$ cat src/hw/rtl/lrs_ram.sv
`default_nettype none

module lrs_ram #(
    parameter int WIDTH = 8,
    parameter int DEPTH = 16
) (
    input  wire logic                     i_clk,
    input  wire logic                     i_we,
    input  wire logic [$clog2(DEPTH)-1:0] i_waddr,
    input  wire logic [WIDTH-1:0]         i_wdata,
    input  wire logic                     i_re,
    input  wire logic [$clog2(DEPTH)-1:0] i_raddr,
    output logic      [WIDTH-1:0]         o_rdata
);

    logic [WIDTH-1:0] r_mem [DEPTH];

    always_ff @(posedge i_clk) begin
        if (i_we) begin
            r_mem[i_waddr] <= i_wdata;
        end
        if (i_re) begin
            o_rdata <= r_mem[i_raddr];
        end
    end

endmodule

`default_nettype wire

$ cat config.mk
export PLATFORM = sky130hd
export DESIGN_NAME = lrs_ram
export DESIGN_NICKNAME = d
export VERILOG_FILES = /design/src/hw/rtl/lrs_ram.sv
export SDC_FILE = /design/constraint.sdc
export NUM_CORES = 1
export LEC_CHECK = 0
export ABC_CLOCK_PERIOD_IN_PS = 3200
export BUFFER_PORTS_ARGS = -buffer_cell sky130_fd_sc_hd__buf_2
export CAP_MARGIN = 20
export CORE_MARGIN = 2
export CORE_UTILIZATION = 65
export CTS_CLUSTER_SIZE = 14
export DETAILED_ROUTE_END_ITERATION = 12
export GPL_ROUTABILITY_DRIVEN = 0
export GPL_TIMING_DRIVEN = 0
export PLACE_DENSITY = 0.88
export SKIP_LAST_GASP = 1
export SYNTH_ARGS = -nofsm -noshare
export SYNTH_HDL_FRONTEND = slang
export SYNTH_SLANG_ARGS = --single-unit
export TNS_END_PERCENT = 50
$ cat constraint.sdc
create_clock -name i_clk -period 3.2 [get_ports i_clk]
set_input_delay 0.64 -clock i_clk [delete_from_list [all_inputs] [get_ports i_clk]]
set_output_delay 0.64 -clock i_clk [all_outputs]
set_load 0.05 [all_outputs]
==> qor.csv <==
stage,metric,value,unit
status,status,"complete, no violations",
synthesis,syn_nets,248,
cts,CTS Sinks,136,
global_route,vias in the first global route,2660,
timing,Worst Slack Setup Final,1.26,ns
run,Max Cap Viol,0,
setup_path,Required @ worst endpoint,3.43,ns
synthesis,Yosys reg bits,136,
floorplan,Die W,93.7,microns
detailed_routing,per-cell routed wire length,29.9,microns
synthesis,synth top area cells,"edfxtp_1 (78%), mux4_2 (7.8%), mux4_1 (7.0%), a22oi_1 (2.3%), nor2_1 (0.93%)",
timing,shortest period the worst path allows,1.94,ns
setup_path,crit path capture type,flip-flop,
hold_path,Hold Path Depth,1,
layout,Final Core Density,78.6,%
timing,final setup skew,0.00762,ns
power_and_ir_drop,peak supply drop,0.000590,V
global_route,initial antenna violation count,0,
timing,unrepaired setup endpoints after global routing,no,
placed_design,IO buf count,25,
synthesis,Yosys top cell area share,78.1,%
cts,post-CTS setup buffer count,0,
synthesis,Mapped Avg Cell Area,22.8,sq um
placed_design,Inst Count DP,359,
cts,Clock Tree Root,clkbuf_8,
setup_path,FF-to-FF path depth,3,
layout,layout cells sized above 1,29.7,%
layout,"most common cell after layout, fill and taps aside",edfxtp_1,
timing,final setup violation count,0,
layout,Area growth syn-to-layout,16.7,%
cts,TritonCTS buffer count,17,
hold_path,Min-Delay Startpoint,i_re,
detailed_routing,# DRC,0,
cts,clock latency on the worst-skew pair,0.53,ns
detailed_routing,Routed Antenna Nets,0,
timing,Slew HR,39.7,%
hold_path,Hold Crit Class,in2reg,
global_route,first-pass GRT wire length,17000,microns
placed_design,"worst slack, placed",0.872,ns
placed_design,DP HPWL,6350,microns
cts,CTS tree,built,
setup_path,Setup CP Type,in2reg,
detailed_routing,detailed-route wire length,11700,microns
layout,nets,296,
cts,CTS Hold Buffers Added,0,
synthesis,Yosys top cell by area,edfxtp_1,
timing,WHS,0.475,ns
detailed_routing,DR iter-0 viols,343,
floorplan,Cell Rows,32,
layout,most frequent cells in the layout,"edfxtp_1 (136), buf_2 (31), mux4_2 (18)",
timing,Final Hold Fails,0,
synthesis,total of warnings raised by yosys,0,
floorplan,Starting Density,67.3,%
power_and_ir_drop,PD cells,695,nW/um^2
setup_path,arrival time worst endpoint,2.17,ns
setup_path,r2r startpoint,r_mem[5][2],
timing,Slew @ Worst Pin,0.902,ns
timing,Tcrit/Tclk final,60.5,%
layout,final cell count without fillers,392,
power_and_ir_drop,Leak Pwr,2.06,nW
layout,ant diodes,0,
global_route,GRT overflow,0,
global_route,gr usage total,29.5,%
floorplan,die height,93.7,microns
setup_path,Worst Setup Start Kind,input port,
setup_path,R2R Path End,o_rdata[2],
setup_path,"reg-to-reg slack, setup",1.59,ns
detailed_routing,routed vias/inst,6.88,
cts,Max Root-Sink Buffers,2,
floorplan,Boundary Pins,27,
synthesis,Syn Inst Count,229,
synthesis,sequential area share after synthesis,78.1,%
cts,quantity of gates resized following cts,0,
detailed_routing,via count,2695,
setup_path,worst-path maximum fanout,6,
timing,fmax,0.517,GHz
cts,"CTS clk-pin slew, worst paths",0.06,ns
detailed_routing,1st-pass router iterations,5,
timing,Final TNS setup,0,ns
synthesis,number of distinct library cells after synthesis,18,
timing,Max Slew Vio Count,0,
cts,H-tree levels,4,
global_route,largest net degree at the start of global routing,17,
floorplan,die footprint,8780,sq um
hold_path,WHS Endpoint,o_rdata[0],
floorplan,Core Area,7770,sq um
synthesis,Post-Syn Area,5230,sq um
## Yosys cell counts
| library cell | n |
|---|---|
| a22oi_1 | 16 |
| and2_1 | 1 |
| and2b_1 | 1 |
| buf_2 | 3 |
| buf_4 | 1 |
| buf_6 | 3 |
| clkdlybuf4s25_2 | 3 |
| edfxtp_1 | 136 |
| mux4_1 | 14 |
| mux4_2 | 18 |
| nand2_1 | 9 |
| nand2b_1 | 2 |
| nand3_1 | 1 |
| nand3b_1 | 2 |
| nor2_1 | 13 |
| nor2b_1 | 1 |
| nor3_1 | 4 |
| or3b_2 | 1 |
## cells by family (layout without fill, tap and decap cells)
family,Yosys count,after routing,share of synthesized area (%)
flops,136,136,78.1
simple gates,35,35,3.14
mux,32,32,14.8
compound gates,16,16,2.30
buf+inv,10,71,1.65
## state kept, by name, indices dropped and copies added, names as in the netlist
name	flops
r_mem	128
o_rdata	8
## area by class of cell
cell class                 count  area (sq um)
fill                         386          1670
sequential                   136          4080
timing repair buffer          29           148
buffer                        10          86.3
clock inverter                12           174
multi-input combinational     83          1060
tap                          102           128
clock buffer                  20           425
## layer usage
layer / part of all wire [%] / vias up / global-route usage (%)
li1: - / 1081 / -
met1: 39 / 1373 / 39.9
met2: 50 / 205 / 46.8
met3: 8.0 / 36 / 7.87
met4: 3.3 / 0 / 11.8
met5: 0 / - / 0
## stage by stage
stage | power, W | area, sq um
2_1_floorplan | 0.00218 | 5230
3_3_place_gp | 0.00226 | 5480
3_5_place_dp | 0.00227 | 5500
4_1_cts | 0.00425 | 6100
5_1_grt | 0.00433 | 6100
6_report | 0.00424 | 6100
## how the worst max path moves through the flow
stage                from           to  slack, ns  cells after the start
6_report       i_waddr[2]  r_mem[0][3]       1.26                      4
5_1_grt        i_waddr[2]  r_mem[0][3]       1.26                      4
4_1_cts        i_waddr[2]  r_mem[0][3]       1.31                      4
3_5_place_dp   i_waddr[2]  r_mem[0][4]       0.87                      4
3_3_place_gp   i_waddr[2]  r_mem[0][4]       0.54                      3
2_1_floorplan  i_waddr[2]  r_mem[0][0]       1.07                      2
## power breakdown
part / switching, W / leakage [nW] / internal, W / total [W]
Combinational: 0.000149 / 0.540 / 0.0000783 / 0.000227
Clock: 0.000730 / 0.283 / 0.00126 / 0.00199
Sequential: 0.0000132 / 1.24 / 0.00201 / 0.00202
## critical path, stage by stage
cell and delay [ns]:
buf_2 0.11, or3b_2 0.53, nor3_1 0.55, buf_2 0.33
(Power assumes the default switching activity.)
