## config.mk

```make
export PLATFORM = sky130hd
export DESIGN_NAME = lrs_cell
export DESIGN_NICKNAME = d
export VERILOG_FILES = /design/src/hw/rtl/lrs_pkg.sv /design/src/hw/rtl/lrs_cell.sv
export SDC_FILE = /design/constraint.sdc
export NUM_CORES = 1
export LEC_CHECK = 0
export BUFFER_PORTS_ARGS = -buffer_cell sky130_fd_sc_hd__buf_2
export CAP_MARGIN = 0
export CORE_AREA = 8 8 148 150
export CTS_BUF_LIST = sky130_fd_sc_hd__clkbuf_4
export DETAILED_ROUTE_END_ITERATION = 6
export DIE_AREA = 0 0 156 158
export SYNTH_ARGS = -nofsm -noshare
export SYNTH_HDL_FRONTEND = slang
export SYNTH_SLANG_ARGS = --single-unit
```

## constraint.sdc

```tcl
create_clock -name i_clk -period 8.3 [get_ports i_clk]
set_clock_uncertainty 0.2 [all_clocks]
set_input_delay 0 -clock i_clk [delete_from_list [all_inputs] [get_ports i_clk]]
set_output_delay 0 -clock i_clk [all_outputs]
set_load 0.05 [all_outputs]
```

## src/hw/rtl/lrs_pkg.sv

```systemverilog
`default_nettype none

package lrs_pkg;

    localparam int CMD_W   = 2;
    localparam int ID_W    = 64;
    localparam int KEY_W   = 32;
    localparam int RANK_W  = 7;
    localparam int TOP_W   = 6;
    localparam int ADDR_W  = 3;
    localparam int DATA_W  = 32;

    localparam int CAPACITY_DEF = 64;
    localparam int MAX_LEAD     = 32;
    localparam logic [TOP_W-1:0] TOP_COUNT_RST = TOP_W'(10);

    localparam logic [CMD_W-1:0] CMD_LOAD  = 2'd0;
    localparam logic [CMD_W-1:0] CMD_QUERY = 2'd1;
    localparam logic [CMD_W-1:0] CMD_CLEAR = 2'd2;

    // Register select is bit 2 of the byte address.
    localparam logic REG_ORDER_MODE = 1'b0;
    localparam logic REG_TOP_COUNT  = 1'b1;

    typedef enum logic [1:0] {
        OP_HOLD,
        OP_CLEAR,
        OP_INSERT,
        OP_SHIFT
    } t_cell_op;

    typedef struct packed {
        t_cell_op op;
        logic     order_mode;
    } t_cell_ctl;

    typedef struct packed {
        logic             valid;
        logic [KEY_W-1:0] key;
        logic [ID_W-1:0]  id;
    } t_entry;

    function automatic logic ranks_before(
        input logic [KEY_W-1:0] a,
        input logic [KEY_W-1:0] b,
        input logic             mode
    );
        logic res;
        if (mode == 1'b0) begin
            res = (a > b);
        end else begin
            res = (a != '0) && ((b == '0) || (a < b));
        end
        return res;
    endfunction

endpackage

`default_nettype wire

```

## src/hw/rtl/lrs_cell.sv

```systemverilog
`default_nettype none

module lrs_cell (
    input  wire logic              i_clk,
    input  wire logic              i_rst_n,
    input  wire lrs_pkg::t_cell_ctl i_ctl,
    input  wire lrs_pkg::t_entry   i_new,
    input  wire lrs_pkg::t_entry   i_prev,
    input  wire logic              i_prev_before,
    input  wire lrs_pkg::t_entry   i_next,
    output lrs_pkg::t_entry        o_entry,
    output logic                   o_new_before
);

    logic                      r_valid;
    logic [lrs_pkg::KEY_W-1:0] r_key;
    logic [lrs_pkg::ID_W-1:0]  r_id;

    // Equal keys do not displace: a later word lands behind them.
    assign o_new_before = !r_valid ||
                          lrs_pkg::ranks_before(i_new.key, r_key, i_ctl.order_mode);
    assign o_entry      = '{valid: r_valid, key: r_key, id: r_id};

    always_ff @(posedge i_clk) begin
        if (!i_rst_n) begin
            r_valid <= 1'b0;
        end else begin
            case (i_ctl.op)
                lrs_pkg::OP_CLEAR: begin
                    r_valid <= 1'b0;
                end
                lrs_pkg::OP_INSERT: begin
                    if (i_prev_before) begin
                        r_valid <= i_prev.valid;
                    end else if (o_new_before) begin
                        r_valid <= 1'b1;
                    end
                end
                lrs_pkg::OP_SHIFT: begin
                    r_valid <= i_next.valid;
                end
                default: begin
                    r_valid <= r_valid;
                end
            endcase
        end
    end

    always_ff @(posedge i_clk) begin
        case (i_ctl.op)
            lrs_pkg::OP_INSERT: begin
                if (i_prev_before) begin
                    r_key <= i_prev.key;
                    r_id  <= i_prev.id;
                end else if (o_new_before) begin
                    r_key <= i_new.key;
                    r_id  <= i_new.id;
                end
            end
            lrs_pkg::OP_SHIFT: begin
                r_key <= i_next.key;
                r_id  <= i_next.id;
            end
            default: begin
                r_key <= r_key;
                r_id  <= r_id;
            end
        endcase
    end

endmodule

`default_nettype wire

```

==> reports/metrics.csv, run 1 <==
metric,value,unit
Critical Path Stages,8,
GPL Wtd Cong,0.840,
# rows,52,
WP data required,8.20,ns
crit path max fanout,55,
CTS tree,done,
Worst slew margin,39.9,%
Num CTS Buffers,9,
area growth from synthesis to layout,71.9,%
number of port buffers,393,
Clock Power Share,18.2,%
DRC Markers,0,
Logic pwr share,37.5,%
Tot GR Track Use,19.1,%
Avg Synthesized Cell Area,10.4,µm²
Die Span X,156,µm
"antenna viol nets, final",0,
Die Y,158,µm
mapped cell area,5960,µm²
Clock Tree Root,clkbuf_4,
H-tree depth,3,
Max clock buf depth,2,
Hold Path Stages,4,
Worst setup EP type,register,
Tcrit/Tclk final,39.8,%
Detailed Route WL,24.4,mm
number of global-route vias before repair,7069,
Mapped Cells,573,
Worst-Skew Late Latency,0.46,ns
post-DP HPWL,18.7,mm
CP max stage delay,0.58,ns
Setup crit start kind,register,
num ports,395,
Peak VDD IR,64.2,µV
Initial Util,30.2,%
syn nets,902,
share of cells above drive strength 1,36.9,%
Bufs and invs on worst path,2,
worst-margin pin slew,0.901,ns
sequential share of the synthesized area,48.7,%
leakage dissipation,4.83,nW
P_int,0.000877,W
Layout Nets,1471,
total number of yosys warnings,0,
Initial DRT Pass Iterations,4,
Crit. Startpoint,r_key[30],
FF-to-FF Start,r_key[30],
pwr/cell area,134,nW/µm²
final hold violations,0,
max cap viols,0,
Final Util,52.0,%
largest net degree at the start of global routing,107,
synth unique cells,39,
Vias per Instance,4.66,
Iteration-0 DRC Markers,267,
DP Cell Count,1207,
reg2reg path depth,8,
Hold WS,0.103,ns
# setup viols final,0,
"CTS clk-pin slew, worst paths",0.17,ns
initial antenna violation count,5,
TNS Setup,0,ns
Worst Hold Class,input port to register,
unrepaired setup endpoints after global routing,false,
critical-path cell list,inv_1 -> ha_1 -> nand4_1 -> nor4_4 -> o31ai_1 -> a211o_1 -> a31oi_4 -> buf_4,
Hold Crit Start,i_ctl[2],
die area,24600,µm²
via count,6610,
Fmax,303,MHz
status,finished clean,
drt wl/cell,17.2,µm
sw frac,35.9,%
CP max stage cell,buf_4,
core footprint,19700,µm²
minimum clock period,3.30,ns
register bit total from synthesis,97,
Post-CTS Resized,0,
first-pass GRT wire length,36.7,mm
Overflow after GRT,0,
Crit path arrival time,3.20,ns
Post-Layout Cell Count,1419,
power share of the sequential group,44.3,%
Clock Sinks,97,
CP Class,register to register,
fin. max-slew vios,0,
total net switching power,0.000492,W
CP top delay family,compound AO/OA/AOI/OAI gates,
==> cells in the mapped netlist <==
cell       instances  area, µm²
inv_1             33        124
or4_1              2       15.0
o31ai_1            1       7.51
a211o_1            1       8.76
buf_1              4       15.0
mux2i_1           96        961
nor2_1             4       15.0
o2111ai_1          1       8.76
clkbuf_1          13       48.8
edfxtp_1          96       2880
nor4_4             1       21.3
or2b_2             1       8.76
o211ai_1           1       7.51
o21ai_0           99        495
o21ai_1            1       5.00
buf_6              1       11.3
nand2_1          105        394
nor2b_1            3       18.8
buf_2             14       70.1
a211o_2            1       10.0
nand3_1            4       20.0
nor3_1             3       15.0
nand4_1            7       43.8
ha_1              32        400
a221oi_1           1       8.76
o21a_1             3       22.5
dfxtp_1            1       20.0
a31oi_1            1       6.26
and2_1             1       6.26
o2bb2ai_1          1       8.76
and4_1             3       26.3
a21o_2             2       17.5
a21boi_0           1       7.51
buf_4              1       7.51
a21boi_2           1       11.3
a211oi_1           1       7.51
nand4_2            3       37.5
nor4_1            16        100
a21oi_1           13       65.1
==> per-layer routing <==
metal	wire, µm	vias to the layer above	track usage (%)
met5	45	-	0
met4	871	6	8.09
met3	2010	54	6.12
met2	12400	284	34.1
met1	9070	3017	20.4
li1	-	3249	-
==> layout by cell type (no fill, tap or decap), drive strengths merged, types with 5 or more instances in the layout <==
| cell | n |
|---|---|
| buf | 397 |
| dlygate4sd3 | 194 |
| nand2 | 105 |
| o21ai | 100 |
| mux2i | 96 |
| edfxtp | 96 |
| inv | 35 |
| ha | 32 |
| nor4 | 17 |
| a21oi | 13 |
| nand4 | 10 |
| clkbuf | 9 |
| clkinv | 5 |
==> worst register-to-register path, cell delays in order (launching register included) <==
cell and delay (ns):
edfxtp_1 0.43, inv_1 0.06, ha_1 0.30, nand4_1 0.28
nor4_4 0.34, o31ai_1 0.13, a211o_1 0.39, a31oi_4 0.19
buf_4 0.58
==> power by group through the flow <==
| stage | Combinational (W) | Sequential [W] | Clock [W] |
|---|---|---|---|
| after floorplan | 0.000126 | 0.000754 | 0 |
| after global placement | 0.000408 | 0.000617 | 0 |
| after detailed placement | 0.000413 | 0.000618 | 0 |
| after CTS | 0.000512 | 0.000607 | 0.000269 |
| after global routing | 0.000550 | 0.000611 | 0.000281 |
| final | 0.000512 | 0.000606 | 0.000249 |
==> area by class of cell <==
| type | instances | area, µm² |
|---|---|---|
| multi-input combinational | 410 | 2800 |
| sequential | 97 | 2900 |
| clock inverter | 7 | 66.3 |
| tap | 270 | 338 |
| clock buffer | 9 | 67.6 |
| fill | 1820 | 9470 |
| antenna | 2 | 5.00 |
| inverter | 33 | 124 |
| timing repair buffer | 591 | 3950 |
==> cell families (layout without fill, tap and decap cells) <==
| kind of cell | Yosys count | in the layout | share of synthesized area [%] |
|---|---|---|---|
| AO/OA/AOI/OAI | 129 | 129 | 11.7 |
| flip-flops | 97 | 97 | 48.7 |
| adder cells (fa/ha/maj) | 32 | 32 | 6.72 |
| buffers and inverters | 66 | 640 | 4.64 |
| AND/OR/NAND/NOR | 153 | 153 | 12.1 |
| multiplexers | 96 | 96 | 16.1 |
| other | 0 | 2 | 0 |
==> through the flow <==
step / power [W] / instance area, µm² / worst slack, ns
2_1_floorplan: 0.000879 / 5960 / 0.348
3_3_place_gp: 0.00102 / 8170 / 5.04
3_5_place_dp: 0.00103 / 8170 / 5.03
4_1_cts: 0.00139 / 10200 / 4.99
5_1_grt: 0.00144 / 10200 / 4.79
6_report: 0.00137 / 10200 / 5.00
==> flip-flops by register name, indices dropped and copies added (netlist names) <==
register	flops
r_key	32
r_valid	1
r_id	64
==> final timing paths <==
path | to | slack [ns]
min | r_key[27] | 0.10
max reg2reg | r_id[52] | 5.00
max | r_id[52] | 5.00
min reg2reg | r_valid | 1.15
==> what timing repair did <==
action | in CTS | in global routing
endpoints found under the hold margin | 97 | 0
hold buffers | 194 | 0
buffers inserted | 0 | 0
endpoints found under the setup margin | 0 | 0
No activity file was read; power rests on OpenSTA's default activity.
==> run 2: changes to the inputs <==
- CORE_AREA: 8 8 148 150 -> 8 8 147 149
- DIE_AREA: 0 0 156 158 -> 0 0 155 157
- clock period: 8.3 -> 2.8 ns (I/O delays scaled with it)
==> run 2 against run 1 <==
- the flow now finishes with violations (setup timing)
- count of clock-buffer cells in the layout did not move
- design area is 6.3% higher
- total power rose to 3.1 times the previous value
- routed wire length up 2.7%
- worst hold slack worse by 0.036 ns
- combinational power grew to 3.3 times the previous value
- sequential cell count did not move
- register-to-register slack got worse by 5.0 ns
- via count rose by 1.6%
- first-iteration DRC count shrank 4.9%
- worst setup slack got worse by 5.0 ns
- critical path depth up 2
- largest cell class unchanged
==> reports/metrics.csv, run 2 (synthesis gave the netlist of run 1 again) <==
metric,value,unit,change
Worst slew margin,57.1,%,was 39.9%
fin. max-slew vios,0,,unchanged
Worst-Skew Late Latency,0.47,ns,was 0.46 ns
initial antenna violation count,0,,was 5
Crit. Startpoint,r_key[6],,was r_key[30]
met1 usage,20.5,%,was 20.4%
max cap viols,0,,unchanged
Peak VDD IR,246,µV,was 64.2 µV
pwr/cell area,385,nW/µm²,was 134 nW/µm²
Bufs and invs on worst path,3,,was 2
die area,24300,µm²,was 24600 µm²
TNS Setup,-0.243,ns,was 0 ns
via count,6717,,was 6610
CTS tree,done,,unchanged
Overflow after GRT,0,,unchanged
leading registers by flop count,"r_id x64, r_key x32, r_valid x1",,unchanged
WP data required,2.80,ns,was 8.20 ns
Die Y,157,µm,was 158 µm
met3 Use GR,5.24,%,was 6.12%
Layout Nets,1509,,was 1471
met2 Usage GRT,36.4,%,was 34.1%
H-tree depth,3,,unchanged
minimum clock period,2.82,ns,was 3.30 ns
# diodes,0,,was 2
share of cells above drive strength 1,41.3,%,was 36.9%
Initial Util,31.0,%,was 30.2%
most flop-heavy register,r_id,,unchanged
CP max stage delay,0.42,ns,was 0.58 ns
DP Cell Count,1226,,was 1207
GPL Wtd Cong,0.811,,was 0.840
core footprint,19200,µm²,was 19700 µm²
DRC Markers,0,,unchanged
largest net degree at the start of global routing,77,,was 107
Tcrit/Tclk final,101,%,was 39.8%
"commonest non-fill, non-tap cell in the layout",buf_2,,unchanged
"antenna viol nets, final",0,,unchanged
Die Span X,155,µm,was 156 µm
final hold violations,0,,unchanged
final setup margin,-0.0228,ns,was 5.00 ns
# fillers,1657,,was 1820
area growth from synthesis to layout,82.7,%,was 71.9%
Worst Hold Class,input port to register,,unchanged
highest-count cells in the layout ignoring fill and taps,"391 x buf_2, 194 x dlygate4sd3_1, 105 x nand2_1",,"was 392 x buf_2, 194 x dlygate4sd3_1, 105 x nand2_1"
final instance area,10900,µm²,was 10200 µm²
Iteration-0 DRC Markers,254,,was 267
first-pass GRT wire length,37.3,mm,was 36.7 mm
critical-path cell list,inv_2 -> ha_4 -> nand4_1 -> nor3_2 -> a21boi_4 -> o31ai_2 -> a211o_1 -> a31oi_4 -> buf_12 -> clkbuf_16,,was inv_1 -> ha_1 -> nand4_1 -> nor4_4 -> o31ai_1 -> a211o_1 -> a31oi_4 -> buf_4
Final Util,56.7,%,was 52.0%
Num CTS Buffers,9,,unchanged
Vias per Instance,4.63,,was 4.66
Tot GR Track Use,19.5,%,was 19.1%
FF-to-FF Start,r_key[6],,was r_key[30]
number of global-route vias before repair,7048,,was 7069
Hold Crit Start,i_ctl[2],,unchanged
worst-margin pin slew,0.644,ns,was 0.901 ns
CP top delay family,compound AO/OA/AOI/OAI gates,,unchanged
leakage dissipation,5.07,nW,was 4.83 nW
Post-Layout Cell Count,1450,,was 1419
failing checks,setup timing,,
"CTS clk-pin slew, worst paths",0.17,ns,about the same
post-DP HPWL,18.9,mm,was 18.7 mm
Max clock buf depth,2,,unchanged
Hold WS,0.0669,ns,was 0.103 ns
Clock Tree Root,clkbuf_4,,unchanged
Post-DP Area,8500,µm²,was 8170 µm²
crit path max fanout,19,,was 55
unrepaired setup endpoints after global routing,true,,was false
Initial DRT Pass Iterations,5,,was 4
Setup crit start kind,register,,unchanged
CP Class,register to register,,unchanged
# setup viols final,25,,was 0
Fmax,354,MHz,was 303 MHz
drt wl/cell,17.3,µm,was 17.2 µm
Largest register FFs,64,,unchanged
number of port buffers,393,,unchanged
Worst setup EP type,register,,unchanged
CP max stage cell,edfxtp_1,,was buf_4
# rows,51,,was 52
Crit path arrival time,2.82,ns,was 3.20 ns
Detailed Route WL,25.0,mm,was 24.4 mm
status,finished with violations,,was finished clean
num ports,395,,unchanged
Clock Sinks,97,,unchanged
GR peak layer,met2,,unchanged
[run 2: cell count changes in the layout (fill, tap and decap cells not counted), moves of 3 or more]
cell,previous run,this run
inv_6,1,4
inv_2,0,10
buf_12,0,5
inv_1,33,23
buf_4,4,30
clkbuf_16,0,4
ha_4,0,13
ha_1,32,19
[run 2: worst paths after layout]
check                    to  slack, ns  cells past startpoint
setup / recovery  r_key[31]      -0.02                     10
hold reg to reg   r_key[23]       1.09                      5
setup reg to reg  r_key[31]      -0.02                     10
hold / removal     r_key[0]       0.07                      5
[run 2: worst min-delay path, cell delays in order]
cell and delay (ns):
buf_2 0.14, inv_1 0.10, a31oi_4 0.05, buf_12 0.15
buf_6 0.14
[run 2: per-layer routing]
metal | vias up | wire length (µm)
li1 | 3321 | -
met1 | 3071 | 9590
met2 | 283 | 13000
met3 | 42 | 1740
met4 | 0 | 670
met5 | - | 0
[run 2: report_power, final]
group | leakage (nW) | switching, W | total [W] | internal (W)
Combinational | 4.04 | 0.000920 | 0.00167 | 0.000747
Sequential | 0.956 | 0.0000447 | 0.00179 | 0.00174
Clock | 0.0736 | 0.000537 | 0.000740 | 0.000203
Total | 5.07 | 0.00150 | 0.00420 | 0.00269
[run 2: stage by stage]
stage | worst slack, ns | power, W
global placement | 0.0207 | 0.00311
global route | -0.159 | 0.00440
detailed placement | -0.0291 | 0.00313
floorplan | -1.45 | 0.00262
CTS | -0.0321 | 0.00418
finish | -0.0228 | 0.00420
[run 2: what timing repair did]
action,CTS,global route
endpoints found under the setup margin,97,97
gates resized for setup,8,17
hold endpoints to repair,97,0
setup buffers,6,3
pin swaps,5,2
hold buffers,194,0
cloned,1,5
[run 2: layout make-up]
cell class | count | area, µm² | area share, %
sequential | 97 | 2900 | 26.6
multi-input combinational | 410 | 2990 | 27.5
inverter | 33 | 124 | 1.14
timing repair buffer | 629 | 4410 | 40.5
tap | 265 | 332 | 3.04
clock buffer | 9 | 67.6 | 0.620
clock inverter | 7 | 60.1 | 0.551
==> run 3: changes to the inputs <==
- CTS_BUF_LIST: sky130_fd_sc_hd__clkbuf_4 -> sky130_fd_sc_hd__clkbuf_8
==> run 3 against run 2 <==
- the run still ends with setup timing left
- die area is the same
- critical endpoint is now r_id[50]
- sequential share of layout area shrank 0.086 points
- critical path depth did not move
- count of clock-buffer cells in the layout unchanged
- cell count barely moved
- register-to-register slack hardly changed
- sequential cell count unchanged
- worst setup slack gained 0.013 ns
==> reports/metrics.csv, run 3 (synthesis gave the netlist of run 1 again) <==
metric,value,unit,change
status,finished with violations,,unchanged
failing checks,setup timing,,unchanged
post-placement worst setup slack,-0.0291,ns,unchanged
Final Util,56.9,%,was 56.7%
power share of the sequential group,41.1,%,was 42.6%
CP Class,register to register,,unchanged
CTS tree,done,,unchanged
Fmax,356,MHz,was 354 MHz
num ports,395,,unchanged
final hold violations,0,,unchanged
first-pass GRT wire length,37.3,mm,about the same
Iteration-0 DRC Markers,290,,was 254
sw frac,34.9,%,was 35.8%
drt wl/cell,17.3,µm,about the same
fin. max-slew vios,0,,unchanged
Die Span X,155,µm,unchanged
Clock Power Share,20.5,%,was 17.6%
Final Power,0.00435,W,was 0.00420 W
"antenna viol nets, final",0,,unchanged
# diodes,0,,unchanged
Largest register FFs,64,,unchanged
final setup margin,-0.00994,ns,was -0.0228 ns
pwr/cell area,398,nW/µm²,was 385 nW/µm²
Worst setup EP type,register,,unchanged
unrepaired setup endpoints after global routing,true,,unchanged
CP max stage delay,0.40,ns,was 0.42 ns
Layout Nets,1510,,was 1509
minimum clock period,2.81,ns,was 2.82 ns
core footprint,19200,µm²,unchanged
Clock Tree Root,clkbuf_8,,was clkbuf_4
H-tree depth,3,,unchanged
DP Cell Count,1226,,unchanged
die area,24300,µm²,unchanged
Setup crit start kind,register,,unchanged
Initial DRT Pass Iterations,5,,unchanged
Peak VDD IR,232,µV,was 246 µV
Post-Layout Cell Count,1451,,was 1450
number of global-route vias before repair,7028,,was 7048
worst-margin pin slew,0.646,ns,was 0.644 ns
Hold WS,0.0756,ns,was 0.0669 ns
Die Y,157,µm,unchanged
highest-count cells in the layout ignoring fill and taps,"391 x buf_2, 194 x dlygate4sd3_1, 105 x nand2_1",,unchanged
Clock Sinks,97,,unchanged
area growth from synthesis to layout,83.3,%,was 82.7%
GPL Wtd Cong,0.811,,unchanged
Overflow after GRT,0,,unchanged
Tcrit/Tclk final,100,%,was 101%
CP max stage cell,edfxtp_1,,unchanged
Initial Util,31.0,%,unchanged
WP data required,2.69,ns,was 2.80 ns
max cap viols,0,,unchanged
most flop-heavy register,r_id,,unchanged
leading registers by flop count,"r_id x64, r_key x32, r_valid x1",,unchanged
Num CTS Buffers,9,,unchanged
share of cells above drive strength 1,41.1,%,was 41.3%
Tot GR Track Use,19.6,%,was 19.5%
largest net degree at the start of global routing,77,,unchanged
DRC Markers,0,,unchanged
Crit path arrival time,2.70,ns,was 2.82 ns
Worst-Skew Late Latency,0.38,ns,was 0.47 ns
critical-path cell list,inv_2 -> ha_4 -> nand4_4 -> nor3_2 -> a21boi_4 -> o31ai_2 -> a211o_1 -> a31oi_4 -> buf_12 -> clkbuf_16,,was inv_2 -> ha_4 -> nand4_1 -> nor3_2 -> a21boi_4 -> o31ai_2 -> a211o_1 -> a31oi_4 -> buf_12 -> clkbuf_16
Worst Hold Class,input port to register,,unchanged
number of port buffers,393,,unchanged
initial antenna violation count,0,,unchanged
"CTS clk-pin slew, worst paths",0.11,ns,was 0.17 ns
via count,6741,,was 6717
Vias per Instance,4.65,,was 4.63
Worst slew margin,57.0,%,was 57.1%
# setup viols final,7,,was 25
post-DP HPWL,18.9,mm,unchanged
P_int,0.00283,W,was 0.00269 W
Logic pwr share,38.4,%,was 39.7%
Max clock buf depth,2,,unchanged
total net switching power,0.00152,W,was 0.00150 W
Detailed Route WL,25.1,mm,was 25.0 mm
leakage dissipation,5.09,nW,was 5.07 nW
crit path max fanout,11,,was 19
"commonest non-fill, non-tap cell in the layout",buf_2,,unchanged
# rows,51,,unchanged
==> run 3: cell count changes in the layout (fill, tap and decap cells not counted), sizes merged <==
cell and change:
buf +1
==> run 3: timing repair <==
action	4_1_cts	5_1_grt
setup endpoints to repair	97	97
gates cloned	1	5
hold endpoints to repair	97	0
setup buffers	5	5
resized for setup	5	16
hold buffers	194	0
pin swaps	5	4
==> run 3: area by class of cell <==
| class | count | area [µm²] |
|---|---|---|
| Clock buffer | 9 | 124 |
| Inverter | 33 | 124 |
| Sequential cell | 97 | 2900 |
| Multi-Input combinational cell | 410 | 2980 |
| Fill cell | 1648 | 8280 |
| Clock inverter | 7 | 60.1 |
| Tap cell | 265 | 332 |
| Timing Repair Buffer | 630 | 4400 |
==> run 3: worst max-delay path: cells and delay by family, from the launching register on <==
family,cells,cell delay [ns]
AO/OA/AOI/OAI,4,0.88
adder cells (fa/ha/maj),1,0.28
buffers and inverters,3,0.43
flip-flops,1,0.40
AND/OR/NAND/NOR,2,0.33
==> run 3: final timing paths <==
check,depth (start not counted),endpoint,slack (ns),startpoint
worst max-delay path,10,r_id[50],-0.01,r_key[14]
worst min-delay path,4,r_key[7],0.08,i_ctl[2]
worst max register to register,10,r_id[50],-0.01,r_key[14]
worst min register to register,4,r_key[7],1.05,r_valid
==> run 3: stage by stage <==
step	area, µm²	TNS, ns
final	10900	-0.0523
after global routing	10900	-11.74
after CTS	10700	-0.0167
after detailed placement	8500	-1.16
after global placement	8500	0
after floorplan	6090	-139.19
==> run 3: power groups by stage <==
stage	Clock [W]	Sequential (W)	Combinational, W
6_report	0.000894	0.00179	0.00167
5_1_grt	0.000980	0.00180	0.00179
4_1_cts	0.000935	0.00179	0.00162
3_5_place_dp	0	0.00182	0.00130
3_3_place_gp	0	0.00182	0.00129
2_1_floorplan	0	0.00223	0.000392
==> run 3: layer usage <==
metal	up-vias	part of all wire, %	track usage [%]
met5	-	0	0
met4	0	2.9	7.75
met3	43	7.5	5.37
met2	298	52	36.3
met1	3083	38	20.7
li1	3317	-	-
